`config.mk`:
```
export PLATFORM = sky130hd
export DESIGN_NAME = serial_command_frame_parser_top
export DESIGN_NICKNAME = d
export VERILOG_FILES = /design/src/design/scfp_pkg.sv /design/src/design/scfp_front.sv /design/src/design/scfp_queue.sv /design/src/design/scfp_back.sv /design/src/design/serial_command_frame_parser_top.sv
export SDC_FILE = /design/constraint.sdc
export NUM_CORES = 1
export LEC_CHECK = 0
export BUFFER_PORTS_ARGS = -buffer_cell sky130_fd_sc_hd__buf_2
export CAP_MARGIN = 20
export CORE_AREA = 2 2 129 131
export CTS_CLUSTER_DIAMETER = 80
export DETAILED_ROUTE_END_ITERATION = 10
export DIE_AREA = 0 0 131 133
export PLACE_DENSITY = 0.77
export SLEW_MARGIN = 20
export SYNTH_ARGS = -nofsm -noshare
export SYNTH_HDL_FRONTEND = slang
export SYNTH_SLANG_ARGS = --single-unit
```
`constraint.sdc`:
```
create_clock -name clk -period 7.4 [get_ports clk]
set_input_delay 1.48 -clock clk [delete_from_list [all_inputs] [get_ports clk]]
set_output_delay 1.48 -clock clk [all_outputs]
set_load 0.05 [all_outputs]
```
`src/design/scfp_pkg.sv`:
```
// ----------------------------------------------------------------------------
// scfp_pkg: shared definitions for the serial command frame parser
// Frame geometry, byte codes, command codes and the frame item type that
// travels from the front end to the decoder.
// ----------------------------------------------------------------------------
package scfp_pkg;

    // Frame store geometry
    localparam int FRAME_BYTES = 8;
    localparam int CNT_W       = $clog2(FRAME_BYTES + 1);
    localparam int IDX_W       = $clog2(FRAME_BYTES);

    // Frame queue between front end and decoder
    localparam int QUEUE_DEPTH = 2;
    localparam int QPTR_W      = (QUEUE_DEPTH > 1) ? $clog2(QUEUE_DEPTH) : 1;
    localparam int QCNT_W      = $clog2(QUEUE_DEPTH + 1);

    // Byte codes
    localparam logic [7:0] START_BYTE = 8'hEE;
    localparam logic [7:0] END_BYTE   = 8'hFF;
    localparam logic [7:0] HDR_ENABLE = 8'h11;
    localparam logic [7:0] SUB_ENABLE = 8'h04;
    localparam logic [7:0] ENABLE_ON  = 8'h0F;
    localparam logic [7:0] ENABLE_OFF = 8'h00;
    localparam logic [7:0] PAD_BYTE   = 8'h00;
    localparam logic [7:0] HDR_RATE   = 8'h21;
    localparam logic [7:0] HDR_MODE   = 8'h31;
    localparam logic [7:0] SUB_MODE   = 8'h06;
    localparam logic [7:0] DIGIT_ZERO = 8'h30;
    localparam logic [7:0] DIGIT_NINE = 8'h39;
    localparam logic [6:0] MODE_MAX   = 7'd30;

    // Frame lengths that can carry a command
    localparam logic [CNT_W-1:0] LEN_SHORT = CNT_W'(6);
    localparam logic [CNT_W-1:0] LEN_LONG  = CNT_W'(7);

    // Command codes
    typedef enum logic [1:0] {
        CMD_ENABLE = 2'd0,
        CMD_RATE   = 2'd1,
        CMD_MODE   = 2'd2
    } cmd_t;

    // Candidate frame: bytes one to five, and whether the frame is seven long
    typedef struct packed {
        logic       len7;
        logic [7:0] b1;
        logic [7:0] b2;
        logic [7:0] b3;
        logic [7:0] b4;
        logic [7:0] b5;
    } frame_t;

endpackage

```
`src/design/scfp_front.sv`:
```
// ----------------------------------------------------------------------------
// scfp_front: frame assembler
// Stores received bytes, tracks the byte count and, when an end byte closes
// a frame of a length that can hold a command, pushes the frame to the queue.
// ----------------------------------------------------------------------------
module scfp_front (
    input  logic                  clk,
    input  logic                  rst_n,
    input  logic                  accept,
    input  logic [7:0]            rx_byte,
    output logic                  push_valid,
    output scfp_pkg::frame_t      push_data
);
    import scfp_pkg::*;

    logic [7:0]       store_reg [FRAME_BYTES];
    logic [CNT_W-1:0] count_reg;
    logic [CNT_W-1:0] count_next;
    logic [CNT_W-1:0] cnt_base;
    logic [CNT_W-1:0] cnt_stored;
    logic             is_start;
    logic             room;
    logic             end_hit;

    // Count update: start byte restarts, bytes kept while there is room
    always_comb
    begin
        is_start   = (rx_byte == START_BYTE);
        cnt_base   = is_start ? '0 : count_reg;
        room       = (cnt_base < CNT_W'(FRAME_BYTES));
        cnt_stored = room ? cnt_base + CNT_W'(1) : cnt_base;
        end_hit    = (rx_byte == END_BYTE) && (cnt_stored >= CNT_W'(2));
        count_next = end_hit ? '0 : cnt_stored;
    end

    // Frame candidate: end byte was stored, length six or seven, start held
    always_comb
    begin
        push_valid = accept && end_hit && room
                     && ((cnt_stored == LEN_SHORT) || (cnt_stored == LEN_LONG))
                     && (store_reg[0] == START_BYTE);
        push_data.len7 = (cnt_stored == LEN_LONG);
        push_data.b1   = store_reg[1];
        push_data.b2   = store_reg[2];
        push_data.b3   = store_reg[3];
        push_data.b4   = store_reg[4];
        push_data.b5   = store_reg[5];
    end

    // Byte count
    always_ff @(posedge clk or negedge rst_n)
    begin
        if (!rst_n)
        begin
            count_reg <= '0;
        end
        else if (accept)
        begin
            count_reg <= count_next;
        end
    end

    // Frame store: no reset, only entries of the current frame are read
    always_ff @(posedge clk)
    begin
        if (accept && room)
        begin
            store_reg[cnt_base[IDX_W-1:0]] <= rx_byte;
        end
    end

`ifndef SYNTHESIS
    a_count_range: assert property (@(posedge clk) disable iff (!rst_n)
        count_reg <= CNT_W'(FRAME_BYTES))
        else $error("byte count beyond frame store");

    a_start_restarts: assert property (@(posedge clk) disable iff (!rst_n)
        accept && (rx_byte == START_BYTE) |=> count_reg == CNT_W'(1))
        else $error("start byte did not restart the frame");
`endif

endmodule

```
`src/design/scfp_queue.sv`:
```
// ----------------------------------------------------------------------------
// scfp_queue: frame queue
// Short first-in first-out buffer of candidate frames between the front end
// and the decoder.
// ----------------------------------------------------------------------------
module scfp_queue (
    input  logic                  clk,
    input  logic                  rst_n,
    input  logic                  push_valid,
    input  scfp_pkg::frame_t      push_data,
    output logic                  full,
    input  logic                  pop,
    output logic                  head_valid,
    output scfp_pkg::frame_t      head_data
);
    import scfp_pkg::*;

    frame_t            slot_reg [QUEUE_DEPTH];
    logic [QPTR_W-1:0] wr_ptr_reg;
    logic [QPTR_W-1:0] rd_ptr_reg;
    logic [QCNT_W-1:0] count_reg;
    logic              do_push;
    logic              do_pop;

    function automatic logic [QPTR_W-1:0] ptr_inc(input logic [QPTR_W-1:0] p);
        ptr_inc = (p == QPTR_W'(QUEUE_DEPTH - 1)) ? '0 : p + QPTR_W'(1);
    endfunction

    // Status
    assign full       = (count_reg == QCNT_W'(QUEUE_DEPTH));
    assign head_valid = (count_reg != '0);
    assign head_data  = slot_reg[rd_ptr_reg];
    assign do_push    = push_valid && !full;
    assign do_pop     = pop && head_valid;

    // Pointers and fill count
    always_ff @(posedge clk or negedge rst_n)
    begin
        if (!rst_n)
        begin
            wr_ptr_reg <= '0;
            rd_ptr_reg <= '0;
            count_reg  <= '0;
        end
        else
        begin
            if (do_push)
            begin
                wr_ptr_reg <= ptr_inc(wr_ptr_reg);
            end
            if (do_pop)
            begin
                rd_ptr_reg <= ptr_inc(rd_ptr_reg);
            end
            if (do_push && !do_pop)
            begin
                count_reg <= count_reg + QCNT_W'(1);
            end
            else if (do_pop && !do_push)
            begin
                count_reg <= count_reg - QCNT_W'(1);
            end
        end
    end

    // Slot storage
    always_ff @(posedge clk)
    begin
        if (do_push)
        begin
            slot_reg[wr_ptr_reg] <= push_data;
        end
    end

`ifndef SYNTHESIS
    a_no_push_full: assert property (@(posedge clk) disable iff (!rst_n)
        !(push_valid && full))
        else $error("frame pushed into full queue");
`endif

endmodule

```
`src/design/scfp_back.sv`:
```
// ----------------------------------------------------------------------------
// scfp_back: command decoder
// Takes candidate frames from the queue, decodes enable, rate and mode
// commands and holds the result in an output register until it is taken.
// ----------------------------------------------------------------------------
module scfp_back (
    input  logic                  clk,
    input  logic                  rst_n,
    input  logic                  head_valid,
    input  scfp_pkg::frame_t      head_data,
    output logic                  pop,
    output logic                  out_valid,
    input  logic                  out_stall,
    output logic [1:0]            command,
    output logic [13:0]           value
);
    import scfp_pkg::*;

    logic        out_valid_reg;
    logic        out_valid_next;
    cmd_t        command_reg;
    logic [13:0] value_reg;
    logic        hit;
    cmd_t        cmd_dec;
    logic [13:0] val_dec;
    logic [3:0]  d2, d3, d4, d5;
    logic        enable_hdr;
    logic        rate_ok;
    logic [6:0]  mode_num;
    logic        mode_ok;

    function automatic logic is_digit(input logic [7:0] c);
        is_digit = (c >= DIGIT_ZERO) && (c <= DIGIT_NINE);
    endfunction

    function automatic logic [3:0] digit_of(input logic [7:0] c);
        logic [7:0] d;
        d = c - DIGIT_ZERO;
        digit_of = d[3:0];
    endfunction

    // Decode of the frame at the head of the queue
    always_comb
    begin
        d2 = digit_of(head_data.b2);
        d3 = digit_of(head_data.b3);
        d4 = digit_of(head_data.b4);
        d5 = digit_of(head_data.b5);

        enable_hdr = !head_data.len7 && (head_data.b1 == HDR_ENABLE)
                     && (head_data.b2 == SUB_ENABLE) && (head_data.b4 == PAD_BYTE);

        rate_ok = (head_data.b1 == HDR_RATE) && is_digit(head_data.b2)
                  && is_digit(head_data.b3) && is_digit(head_data.b4)
                  && (!head_data.len7 || is_digit(head_data.b5));

        mode_num = 7'(d3) * 7'd10 + 7'(d4);
        mode_ok  = !head_data.len7 && (head_data.b1 == HDR_MODE)
                   && (head_data.b2 == SUB_MODE) && is_digit(head_data.b3)
                   && is_digit(head_data.b4) && (mode_num != 7'd0)
                   && (mode_num <= MODE_MAX);

        hit     = 1'b0;
        cmd_dec = CMD_ENABLE;
        val_dec = '0;
        if (enable_hdr && (head_data.b3 == ENABLE_ON))
        begin
            hit     = 1'b1;
            val_dec = 14'd1;
        end
        else if (enable_hdr && (head_data.b3 == ENABLE_OFF))
        begin
            hit = 1'b1;
        end
        else if (rate_ok)
        begin
            hit     = 1'b1;
            cmd_dec = CMD_RATE;
            if (head_data.len7)
            begin
                val_dec = 14'(d2) * 14'd1000 + 14'(d3) * 14'd100
                          + 14'(d4) * 14'd10 + 14'(d5);
            end
            else
            begin
                val_dec = 14'(d2) * 14'd100 + 14'(d3) * 14'd10 + 14'(d4);
            end
        end
        else if (mode_ok)
        begin
            hit     = 1'b1;
            cmd_dec = CMD_MODE;
            val_dec = 14'(mode_num - 7'd1);
        end
    end

    // Take a frame whenever the output register is free or being emptied
    always_comb
    begin
        pop            = head_valid && (!out_valid_reg || !out_stall);
        out_valid_next = pop ? hit : (out_valid_reg && out_stall);
    end

    // Output register
    always_ff @(posedge clk or negedge rst_n)
    begin
        if (!rst_n)
        begin
            out_valid_reg <= 1'b0;
        end
        else
        begin
            out_valid_reg <= out_valid_next;
        end
    end

    always_ff @(posedge clk)
    begin
        if (pop && hit)
        begin
            command_reg <= cmd_dec;
            value_reg   <= val_dec;
        end
    end

    assign out_valid = out_valid_reg;
    assign command   = command_reg;
    assign value     = value_reg;

`ifndef SYNTHESIS
    a_mode_range: assert property (@(posedge clk) disable iff (!rst_n)
        out_valid_reg && (command_reg == CMD_MODE) |-> value_reg < 14'd30)
        else $error("mode index out of range");

    a_enable_range: assert property (@(posedge clk) disable iff (!rst_n)
        out_valid_reg && (command_reg == CMD_ENABLE) |-> value_reg <= 14'd1)
        else $error("enable flag out of range");

    a_rate_range: assert property (@(posedge clk) disable iff (!rst_n)
        out_valid_reg && (command_reg == CMD_RATE) |-> value_reg <= 14'd9999)
        else $error("rate out of range");
`endif

endmodule

```
`src/design/serial_command_frame_parser_top.sv`:
```
// ----------------------------------------------------------------------------
// serial_command_frame_parser_top: serial command frame parser
// Assembles received bytes into frames and decodes enable, rate and mode
// commands. Front end, frame queue and decoder each stall on their own.
// A decoded frame reaches out_valid through the frame queue and then the output register.
// Throughput: one byte per cycle while the queue is not full; stall rises only while the queue is full.
// Reset clears the byte count, the queue and the output valid flag; the
// frame store is not cleared, as only bytes of the current frame are read.
// ----------------------------------------------------------------------------
module serial_command_frame_parser_top (
    input  logic        clk,
    input  logic        rst_n,
    input  logic        in_valid,
    output logic        in_stall,
    input  logic [7:0]  rx_byte,
    output logic        out_valid,
    input  logic        out_stall,
    output logic [1:0]  command,
    output logic [13:0] value
);
    import scfp_pkg::*;

    logic   accept;
    logic   push_valid;
    frame_t push_data;
    logic   full;
    logic   pop;
    logic   head_valid;
    frame_t head_data;

    // Input handshake
    assign in_stall = full;
    assign accept   = in_valid && !full;

    scfp_front u_front (
        .clk        (clk),
        .rst_n      (rst_n),
        .accept     (accept),
        .rx_byte    (rx_byte),
        .push_valid (push_valid),
        .push_data  (push_data)
    );

    scfp_queue u_queue (
        .clk        (clk),
        .rst_n      (rst_n),
        .push_valid (push_valid),
        .push_data  (push_data),
        .full       (full),
        .pop        (pop),
        .head_valid (head_valid),
        .head_data  (head_data)
    );

    scfp_back u_back (
        .clk        (clk),
        .rst_n      (rst_n),
        .head_valid (head_valid),
        .head_data  (head_data),
        .pop        (pop),
        .out_valid  (out_valid),
        .out_stall  (out_stall),
        .command    (command),
        .value      (value)
    );

endmodule
```
=== Word level (Yosys, flattened, before mapping) ===
Memory sizes are Yosys's and may differ from the RTL's.
Index checks and enable logic that the tools add are counted.

* Register bits after elaboration: 25
* Word-level logic and storage cells: 127
* Memories: 2
* Bits in writable memories: 146

* Reduce and logical (&&, ||, !) cells: 49
* Equality and inequality tests: 12
* Muxes and demuxes: 22
* Multipliers: 6
* $lt $le $gt $ge: 11
* Add/sub/neg operators: 16

{| class="wikitable"
|+ Memories
! name !! depth !! bits a word !! rd ports !! clocked after memory_dff !! write ports !! line !! RTL
|-
| u_queue.slot_reg || 2 || 41 || 1 || 0 || 1 || scfp_queue.sv:18 || <nowiki>frame_t slot_reg [QUEUE_DEPTH];</nowiki>
|-
| u_front.store_reg || 8 || 8 || 6 || 0 || 1 || scfp_front.sv:16 || <nowiki>logic [7:0] store_reg [FRAME_BYTES];</nowiki>
|}

{| class="wikitable"
|+ Operators with widths
! kind !! number
|-
| 14-bit 2-to-1 mux || 3
|-
| 1-bit logical AND || 33
|-
| 8-bit by 6-bit >= comparator with 1-bit output (second input constant) || 4
|-
| 8-bit by 6-bit <= comparator with 1-bit output (second input constant) || 4
|-
| 14-bit by 4-bit adder with 14-bit output || 2
|-
| 8-bit equality test (second input constant) || 3
|-
| 4-bit by 5-bit multiplier with 9-bit output (second input constant) || 2
|-
| 8-bit by 3-bit equality test with 1-bit output (second input constant) || 2
|-
| 8-bit by 6-bit equality test with 1-bit output (second input constant) || 2
|-
| 8-bit logical NOT || 2
|-
| 4-bit by 1-bit subtractor with 4-bit output (second input constant) || 4
|-
| 14-bit by 11-bit adder with 14-bit output || 1
|-
| 14-bit by 8-bit adder with 14-bit output || 1
|-
| 4-bit by 3-bit multiplier with 7-bit output (second input constant) || 2
|-
| 1-bit 2-to-1 mux || 13
|-
| 11-bit by 8-bit adder with 12-bit output || 1
|-
| 4-bit 2-to-1 mux || 3
|-
| 4-bit by 7-bit multiplier with 11-bit output (second input constant) || 1
|-
| 4-bit by 3-bit equality test with 1-bit output (second input constant) || 2
|-
| 8-bit by 4-bit equality test with 1-bit output (second input constant) || 1
|-
| 8-bit by 5-bit equality test with 1-bit output (second input constant) || 1
|-
| 7-bit by 1-bit subtractor with 8-bit output (second input constant) || 1
|-
| 7-bit by 4-bit adder with 7-bit output || 1
|-
| 7-bit by 5-bit <= comparator with 1-bit output (second input constant) || 1
|-
| 15 further kinds || 26
|}

=== Longest topological paths before layout ===
Gate-level depths: netlist of the first run.

* Word-level depth: 15
* Gate-level depth with buffers: 25

=== Hierarchy ===
From an unflattened synthesis of the first run, not the netlist that was laid out.

* Cells, all modules: 631
* Area total of the unflattened synthesis: 8,814.7 µm²

{| class="wikitable"
|+ By module, submodules not included
! module !! area an instance (µm²) !! sequential area each (µm²) !! cells an instance !! times used
|-
| scfp_back || 3,607.2 || 505.5 || 380 || 1
|-
| scfp_queue || 3,362.0 || 2,562.5 || 147 || 1
|-
| scfp_front || 1,831.8 || 1,541.5 || 103 || 1
|-
| serial_command_frame_parser_top || 13.8 || 0.0 || 1 || 1
|}

=== Worst setup path before layout of the first run ===
No wires, ideal clock.

* Path kind: register -> register
* From: register u_queue.rd_ptr_reg
* To: register u_back.value_reg[11] (netlist: u_back.value[11]) (data pin)
* Arrival: 6.150 ns
* Slack: 0.992 ns
* Buffers on the path: 4
* Cell stages (with the launch flop): 24
* Path through: dfrtp_1 > buf_6 > buf_2 > buf_2 > buf_1 > mux2i_1 > inv_1 > fa_1 > inv_1 > fa_1 > inv_1 > ha_1 > nor2b_1 > o21ai_0 > nand2_1 > xnor2_1 > ha_1 > ha_1 > ha_1 > o41ai_1 > xor2_1 > nor2_1 > a211oi_1 > o21ai_2

* Word-level cells in the longest chain between the ends: 10

{| class="wikitable"
|+ RTL lines
! what !! line !! RTL
|-
| start: declaration || scfp_queue.sv:20 || <nowiki>logic [QPTR_W-1:0] rd_ptr_reg;</nowiki>
|-
| start signal: assignment || scfp_queue.sv:53 || <nowiki>rd_ptr_reg <= ptr_inc(rd_ptr_reg);</nowiki>
|-
| memory read 2 x 41 bit (*) || -- ||
|-
| branches (longest 9 deep; another with 14-bit by 11-bit adder with 14-bit output) || -- ||
|-
| end signal: assignment || scfp_back.sv:122 || <nowiki>value_reg <= val_dec;</nowiki>
|-
| end: declaration || scfp_back.sv:22 || <nowiki>logic [13:0] value_reg;</nowiki>
|}

Every way passes the cells marked *.
A chain may end at the register's enable or synchronous reset.

=== Final worst setup path of the first run ===
Ends and elaborated chain as after synthesis.

==> key figures, run 1 <==
Routing
  • DRC viols: 0
  • Drt pass-1 iters: 4
  • Post-route ant nets: 0
  • WL/cell: approximately 18 um
  • DR vias: roughly 5300
  • Routed WL: between 15000 and 20000 um
  • Iteration-0 DRC Markers: ~280
  • Vias/cell: between 5 and 6

Cells and area
  • Final Core Density: between 50% and 60%
  • Ant. Diodes: 0
  • Reg area: between 4000 and 5000 um2
  • Share of cells above drive strength 1: 12.36%
  • Area Overhead vs Synth: 11.54%
  • Area of the multi-input gates: 3772 um2
  • # fillers: approximately 1300
  • Final Instance Area: 9653 um2
  • Layout Nets: approximately 850
  • Max FFs per register: 82

STA
  • Slew Viols, Final: 0
  • Setup violators final: 0
  • Worst-Margin Slew: about 0.97 ns
  • Tmin final: between 5 and 6 ns
  • Setup TNS: 0 ns
  • Final hold vios: 0
  • Fin crit share: about three quarters
  • Max-slew headroom: 34.82%
  • RSZ-0062 raised after global routing: no
  • Fmax: around 180 MHz
  • Worst Skew: roughly 0.012 ns

Clock tree
  • Post_cts resized: 0
  • Clk_lat worst skew: about 0.42 ns
  • TritonCTS Buffers: 17
  • Clock Path Buffers: 2
  • Hold bufs inserted after CTS: 0
  • CTS tree: built
  • Clk sinks: about 160
  • CTS H-tree lvls: 4
  • CTS clk-pin slew, worst paths: approximately 0.07 ns
  • CTS root buffer: clkbuf_16
  • Post-CTS setup buffer count: 0

Logic synthesis
  • Area leader, netlist: edfxtp_1
  • Seq cells post-synth: about 160
  • Ys flop type: edfxtp_1
  • Top cells by count, synth: edfxtp_1 (146), ha_1 (89), inv_1 (58)
  • Post-synth ARST share: 5.806%
  • Cell variety after synth: 64
  • Syn Area/Cell: roughly 13 um2
  • Number of flops mapped to enable cells by yosys: roughly 150
  • Share of the synthesized area in the top cell type: roughly 50%
  • Synth area leaders: edfxtp_1 (51%), ha_1 (13%), fa_1 (5.1%), xnor2_1 (3.8%), dfrtp_1 (2.6%)
  • Sequential area share after synthesis: 53.26%
  • Mapped Cells: 677
  • Synth warn: 0
  • Top-count cell post-synth: edfxtp_1
  • Synthesized area: around 8700 um2
  • Syn_nets: 800

Floorplan
  • Initial Util: between 50% and 60%
  • Core area: between 15000 and 20000 um2
  • Die span in y: 133 um
  • Rows: 47
  • Total die area: 17420 um2
  • I/O pins: 30
  • Die width: about 130 um

Worst hold path
  • Hold Crit Class: flip-flop to flip-flop

Critical path
  • Critical path peak fanout: 8
  • CP max-delay cell: fa_1
  • Worst EP required: about 7.6 ns
  • Critical Path Sink Type: flip-flop
  • CP peak stage delay: roughly 0.63 ns
  • Kind of critical path: flip-flop to flip-flop
  • CP arrival: ~5.7 ns
  • Critical-path cell list: mux2i_1 > inv_1 > fa_1 > inv_1 > fa_1 > inv_1 > ha_1 > nor2b_1 > o21ai_0 > nand2_1 > xnor2_1 > ha_1 > ha_1 > ha_1 > o41ai_1 > xor2_1 > nor2_1 > a211oi_1 > o21ai_2
  • Startpoint class of the critical path: flip-flop
  • Most used cell, CP: ha_1

Status
  • Status: finished clean

Place
  • Placed cell area: a little over 9000 um2
  • DP Wirelength: about 13000 um
  • Routability cong.: ~0.94
  • Port Buffers: 29

Global route
  • Initial antenna violation count: 0
  • Tot GR Track Use: 20.81%
  • Vias in the first global route: around 5400
  • Pin count of the biggest net entering global routing: 42
  • First-pass GRT wire length: 27320 um
  • GR Overflow Total: 0

Job
  • Max-cap violations: 0
-- worst paths after layout --
| check | start | cells past startpoint | slack [ns] | to |
|---|---|---|---|---|
| min | u_front.store_reg[3][5] | 0 | 0.44 | u_queue.slot_reg[1][21] |
| max | u_queue.rd_ptr_reg | 19 | 1.87 | u_back.value[11] |
| min reg2reg | u_front.store_reg[3][5] | 0 | 0.44 | u_queue.slot_reg[1][21] |
| min in group asynchronous | rst_n | 1 | 0.94 | u_front.count_reg[1] |
| max reg2reg | u_queue.rd_ptr_reg | 19 | 1.87 | u_back.value[11] |
| max in group asynchronous | rst_n | 1 | 6.24 | u_front.count_reg[2] |
-- stage by stage --
step | worst slack, ns | instances | hold slack [ns]
2_1_floorplan | 0.9921 | 677 | 0.4215
5_1_grt | 1.477 | 956 | 0.4487
3_3_place_gp | 2.033 | 924 | 0.4235
6_report | 1.873 | 956 | 0.4386
3_5_place_dp | 1.831 | 924 | 0.4296
4_1_cts | 1.801 | 956 | 0.4325
-- cell families after synthesis --
group           count (synthesis)  synth area share [%]
mux                            19                 2.284
simple gates                  164                 9.787
flops                         155                 53.26
xor+xnor                       52                 5.262
fa+ha+maj                     112                 18.07
buf+inv                        70                 3.253
compound gates                105                 8.082
-- area by class of cell --
type,instances,share of cell area [%]
sequential,155,47.75
multi-input combinational,452,39.08
clock buffer,17,4.407
tap,220,2.852
inverter,59,2.294
timing repair buffer,38,2.203
clock inverter,15,1.413
-- layout by cell type (no fill, tap or decap), drive strengths merged, types with 5 or more instances in the layout --
master,synthesis,layout
clkbuf,5,17
fa,22,22
ha,89,89
nor4,9,9
dfrtp,9,9
clkinv,0,6
inv,59,67
a21o,11,11
a21oi,30,30
nand3,16,16
a211oi,5,5
edfxtp,146,146
nand2,32,32
buf,6,38
mux2i,16,16
o21ai,29,29
o22ai,6,6
nor2,47,47
nor2b,15,15
xor2,14,14
xnor2,38,38
nor3,18,18
-- worst max-delay path: cells and delay by family (launching register included) --
family	cells	cell delay [ns]
AO/OA/AOI/OAI	4	1.06
XOR/XNOR	2	0.40
adder cells (fa/ha/maj)	6	2.28
buffers and inverters	3	0.40
flip-flops	1	0.46
multiplexers	1	0.38
AND/OR/NAND/NOR	3	0.29
-- layer usage --
metal | routed length, um | global-route usage, % | vias to the layer above
met2 | 8884 | 36.04 | 122
met3 | 649 | 4.205 | 29
met4 | 421 | 7.801 | 0
li1 | - | - | 2561
met5 | 0 | 0 | -
met1 | 6835 | 25.50 | 2554
Power of run 1 is left out: the tool's default activity adds up to more than one toggle a clock period on the data nets, which glitch-free logic cannot reach.
==> run 2, diff against run 1 <==
--- a/config.mk
+++ b/config.mk
@@ -11,7 +11,7 @@
 export CTS_CLUSTER_DIAMETER = 80
 export DETAILED_ROUTE_END_ITERATION = 10
 export DIE_AREA = 0 0 131 133
-export PLACE_DENSITY = 0.77
+export PLACE_DENSITY = 0.8
 export SLEW_MARGIN = 20
 export SYNTH_ARGS = -nofsm -noshare
 export SYNTH_HDL_FRONTEND = slang
==> constraint.sdc (replaced) <==
create_clock -name clk -period 5 [get_ports clk]
set_input_delay 1 -clock clk [delete_from_list [all_inputs] [get_ports clk]]
set_output_delay 1 -clock clk [all_outputs]
set_load 0.05 [all_outputs]
==> run 2 against run 1 <==
Die area is the same; sequential share of layout area shrank 1.6 points; clock skew shrank 0.00084 ns; sequential cell count is the same; fmax grew 16%; utilization grew 2.0 points; critical path type unchanged; largest cell class unchanged.
==> key figures, run 2 (synthesis results as in run 1) <==
Status
  • Status: finished clean

STA
  • Worst Skew: 0.01161 ns
  • Fin crit share: approximately 95%
  • Setup violators final: 0
  • Setup ws final: ~0.24 ns
  • Slew Viols, Final: 0
  • Tmin final: about 4.8 ns
  • Max-slew headroom: 36.40%
  • Final hold vios: 0
  • Fmax: roughly 210 MHz
  • Worst-Margin Slew: approximately 0.95 ns

Routing
  • DR vias: 5494
  • Post-route ant nets: 0
  • WL/cell: approximately 18 um
  • Routed WL: roughly 18000 um
  • Iteration-0 DRC Markers: approximately 420
  • Drt pass-1 iters: 5
  • DRC viols: 0
  • Vias/cell: between 5 and 6

Cells and area
  • Max FFs per register: between 80 and 90
  • Layout Nets: approximately 860
  • Area Overhead vs Synth: 15.31%
  • # fillers: about 1200
  • Reg area: about 4600 um2
  • Most frequent cells in the layout: edfxtp_1 (146), ha_1 (82), inv_1 (54)
  • Most common cell after layout, fill and taps aside: edfxtp_1
  • Ant. Diodes: 0
  • Area of the multi-input gates: between 3000 and 4000 um2
  • Final Core Density: between 60% and 70%
  • Share of cells above drive strength 1: between 10% and 20%

Floorplan
  • Total die area: about 17000 um2
  • Rows: between 40 and 50
  • I/O pins: 30
  • Die width: approximately 130 um
  • Die span in y: between 100 and 150 um
  • Core area: about 16000 um2
  • Initial Util: 53.52%

Global route
  • GR Overflow Total: 0
  • Vias in the first global route: a little under 6000
  • Pin count of the biggest net entering global routing: between 40 and 50
  • First-pass GRT wire length: between 20000 and 30000 um
  • Initial antenna violation count: 0
  • Tot GR Track Use: a little over a fifth

Critical path
  • Critical path peak fanout: 13
  • CP arrival: 4.94 ns
  • Kind of critical path: flip-flop to flip-flop
  • Worst R2R Path Depth: 20
  • Worst EP required: between 5 and 6 ns
  • Startpoint class of the critical path: flip-flop
  • Critical Path Sink Type: flip-flop

Place
  • Port Buffers: 29
  • Post-Place Worst Slack: 0.1250 ns
  • Routability cong.: ~0.93
  • DP Wirelength: about 13000 um

Clock tree
  • Clk_lat worst skew: 0.43 ns
  • CTS H-tree lvls: 4
  • TritonCTS Buffers: 17
  • Clk sinks: approximately 160
  • CTS clk-pin slew, worst paths: ~0.080 ns
  • Post-CTS setup buffer count: 0
  • Clock Path Buffers: 2
  • CTS tree: built
  • CTS root buffer: clkbuf_16

Job
  • Max-cap violations: 0

Worst hold path
  • Hold Crit Class: input port to asynchronous set/reset pin
run 2: worst paths after layout:
check	endpoint	startpoint	slack, ns
worst max register to register	u_back.value[11]	u_queue.rd_ptr_reg	0.24
worst min register to register	u_queue.slot_reg[0][21]	u_front.store_reg[3][5]	0.44
worst max-delay path	u_back.value[11]	u_queue.rd_ptr_reg	0.24
worst min-delay path	u_queue.count_reg[0]	rst_n	0.44
max in group asynchronous	u_queue.rd_ptr_reg	rst_n	4.35
min in group clk	u_queue.slot_reg[0][21]	u_front.store_reg[3][5]	0.44
run 2: cell type report:
class	count	share of cell area, %
Clock buffer	17	4.263
Inverter	59	2.219
Clock inverter	15	1.743
Sequential cell	155	46.19
Timing Repair Buffer	54	3.460
Multi-Input combinational cell	452	39.37
Tap cell	220	2.758
run 2: per-stage QoR:
step	cells	TNS (ns)	hold slack [ns]	area, um2
floorplan	677	-0.1599	0.4215	8792
global placement	940	0	0.4232	9340
detailed placement	940	0	0.4296	9340
CTS	972	0	0.4214	9940
global route	972	-0.04567	0.4291	9980
finish	972	0	0.4351	9980
run 2: worst max-delay path: stages (launching register included):
cell      delay [ns]
dfrtp_1         0.39
buf_12          0.17
mux2i_2         0.26
inv_2           0.14
fa_2            0.60
inv_2           0.07
fa_1            0.50
inv_1           0.06
ha_4            0.22
nor2b_1         0.13
o21ai_1         0.16
nand2_1         0.08
xnor2_1         0.13
ha_1            0.32
ha_4            0.23
ha_4            0.18
o41ai_4         0.40
xor2_1          0.17
nor2_1          0.06
a211oi_2        0.17
o21ai_2         0.06
run 2: routing by layer:
layer / up-vias / global-route usage (%) / wire length (um)
met5: - / 0 / 0
li1: 2595 / - / -
met1: 2662 / 25.71 / 7146
met2: 200 / 39.06 / 9577
met4: 0 / 8.983 / 432
met3: 37 / 4.125 / 771
run 2: what timing repair did:
action                                  4_1_cts  5_1_grt
endpoints found under the setup margin        0        1
gates resized for setup                       0        8
hold buffers                                  0        0
Power of run 2 is left out for the same reason.
==> run 3, diff against run 2 <==
--- a/config.mk
+++ b/config.mk
@@ -11,7 +11,7 @@
 export CTS_CLUSTER_DIAMETER = 80
 export DETAILED_ROUTE_END_ITERATION = 10
 export DIE_AREA = 0 0 131 133
-export PLACE_DENSITY = 0.8
+export PLACE_DENSITY_LB_ADDON = 0.08
 export SLEW_MARGIN = 20
 export SYNTH_ARGS = -nofsm -noshare
 export SYNTH_HDL_FRONTEND = slang
==> run 3 against run 2 <==
Sequential cell count stayed put; via count is 3.5% lower; count of clock-buffer cells in the layout is 1 higher; clock skew is 0.00068 ns lower; register-to-register slack worse by 0.04 ns; worst setup slack worse by 0.044 ns; global-route usage is 0.097 points higher; critical endpoint unchanged.
==> key figures, run 3 (synthesis results as in run 1) <==
Routing
  • Post-route ant nets: 0
  • Drt pass-1 iters: 4
  • Routed WL: ~18000 um
  • WL/cell: about 18 um
  • Vias/cell: around 5.4
  • DRC viols: 0
  • DR vias: 5300
  • Iteration-0 DRC Markers: 317

Critical path
  • Most used cell, CP: ha_4
  • CP max-delay cell: fa_2
  • Startpoint class of the critical path: flip-flop
  • CP delay by family, top: adder cells
  • Critical-path cell list: buf_12 > mux2i_4 > inv_4 > fa_2 > inv_2 > fa_1 > inv_1 > ha_4 > nor2b_1 > o21ai_1 > nand2_1 > xnor2_2 > ha_4 > ha_4 > ha_4 > o41ai_4 > xor2_1 > nor2_1 > a211oi_2 > o21ai_2
  • Critical Path Sink Type: flip-flop
  • Worst EP required: roughly 5.2 ns
  • CP arrival: about 5 ns
  • CP peak stage delay: approximately 0.6 ns
  • Critical path peak fanout: 5
  • Worst Path Buf+Inv: 4
  • Kind of critical path: flip-flop to flip-flop

Cells and area
  • Final Instance Area: 10110 um2
  • Max FFs per register: just over 80
  • Most common cell after layout, fill and taps aside: edfxtp_1
  • # fillers: 1274
  • Layout Nets: just under 900
  • Area Overhead vs Synth: 16.81%
  • Most frequent cells in the layout: edfxtp_1 (146), ha_1 (81), inv_1 (53)
  • Ant. Diodes: 0
  • Share of cells above drive strength 1: approximately a fifth

STA
  • Worst Skew: about 0.011 ns
  • Fmax: 208.0 MHz
  • Fin crit share: 96.15%
  • Setup TNS: 0 ns
  • Worst-Margin Slew: a little under 0.9 ns
  • Tmin final: 4.808 ns
  • Setup violators final: 0
  • Max-slew headroom: between 40% and 50%
  • Final hold vios: 0
  • Slew Viols, Final: 0

Clock tree
  • TritonCTS Buffers: 17
  • Clk_lat worst skew: around 0.42 ns
  • CTS root buffer: clkbuf_16
  • Hold bufs inserted after CTS: 0
  • Clk sinks: ~160
  • CTS clk-pin slew, worst paths: approximately 0.060 ns
  • CTS H-tree lvls: 4
  • Clock Path Buffers: 2
  • CTS tree: built

Floorplan
  • Core area: ~16000 um2
  • Total die area: around 17000 um2
  • Die span in y: approximately 130 um
  • Initial Util: between 50% and 60%
  • Rows: 47
  • Die width: roughly 130 um
  • I/O pins: 30

Place
  • DP Wirelength: 13270 um
  • Routability cong.: approximately 0.9
  • Placed cell area: approximately 9300 um2
  • Port Buffers: 29

Global route
  • Pin count of the biggest net entering global routing: 42
  • GR Overflow Total: 0
  • Tot GR Track Use: between 20% and 30%
  • First-pass GRT wire length: 28480 um
  • Initial antenna violation count: 0
  • Vias in the first global route: 5503

Worst hold path
  • Hold Crit Class: input port to asynchronous set/reset pin

Status
  • Status: finished clean

Job
  • Max-cap violations: 0
## run 3: cell count changes in the layout (fill, tap and decap cells not counted), moves of 2 or more
| cell | change |
|---|---|
| inv_4 | +2 |
| mux2i_4 | +3 |
| clkinv_8 | -5 |
| buf_4 | +8 |
| clkbuf_16 | +2 |
| clkinv_4 | +2 |
| mux2i_2 | -3 |
| inv_8 | -2 |
## run 3: per-layer routing
metal	vias to the layer above	track usage [%]	share of wire (%)
met2	95	38.92	53
met5	-	0	0
met3	32	4.448	2.6
met1	2566	26.42	42
li1	2607	-	-
met4	0	7.920	2.6
## run 3: worst register-to-register path, delay by kind of cell, from the launching register on
family | cells | cell delay (ns)
AOI/OAI and AO/OA | 4 | 0.83
xor gates and xnor gates | 2 | 0.38
and+or+nand+nor | 3 | 0.31
buffers and inverters | 4 | 0.36
adders and majority gates | 6 | 1.96
muxes | 1 | 0.27
DFF | 1 | 0.42
## run 3: cell type report
type | count | area, um2 | share of cell area, %
Clock buffer | 18 | 429.2 | 4.245
Clock inverter | 14 | 135.1 | 1.337
Inverter | 59 | 226.5 | 2.240
Multi-Input combinational cell | 452 | 3978 | 39.34
Sequential cell | 155 | 4611 | 45.61
Tap cell | 220 | 275.3 | 2.723
Timing Repair Buffer | 64 | 455.4 | 4.505
## run 3: worst paths after layout
check,startpoint,cells past startpoint,endpoint,slack [ns]
max in group asynchronous,rst_n,1,u_queue.rd_ptr_reg,4.39
min in group clk,u_front.store_reg[3][4],0,u_queue.slot_reg[1][20],0.45
min reg2reg,u_front.store_reg[3][4],0,u_queue.slot_reg[1][20],0.45
min,rst_n,1,u_front.count_reg[2],0.42
max,u_queue.rd_ptr_reg,20,u_back.value[11],0.19
max reg2reg,u_queue.rd_ptr_reg,20,u_back.value[11],0.19
## run 3: per-stage QoR
stage	std cells	util (%)	hold slack (ns)	setup WS, ns
floorplan	677	-	0.4215	-0.1599
global placement	940	57.79	0.4230	0.1577
detailed placement	940	57.79	0.4298	0.04758
CTS	972	61.28	0.4131	0.03621
global route	982	62.51	0.4147	-0.006940
finish	982	62.51	0.4185	0.1923
## run 3: timing repair
item	in CTS	in global routing
gates resized for setup	0	17
buffers inserted	0	8
endpoints found under the setup margin	0	4
Power of run 3 is left out for the same reason.
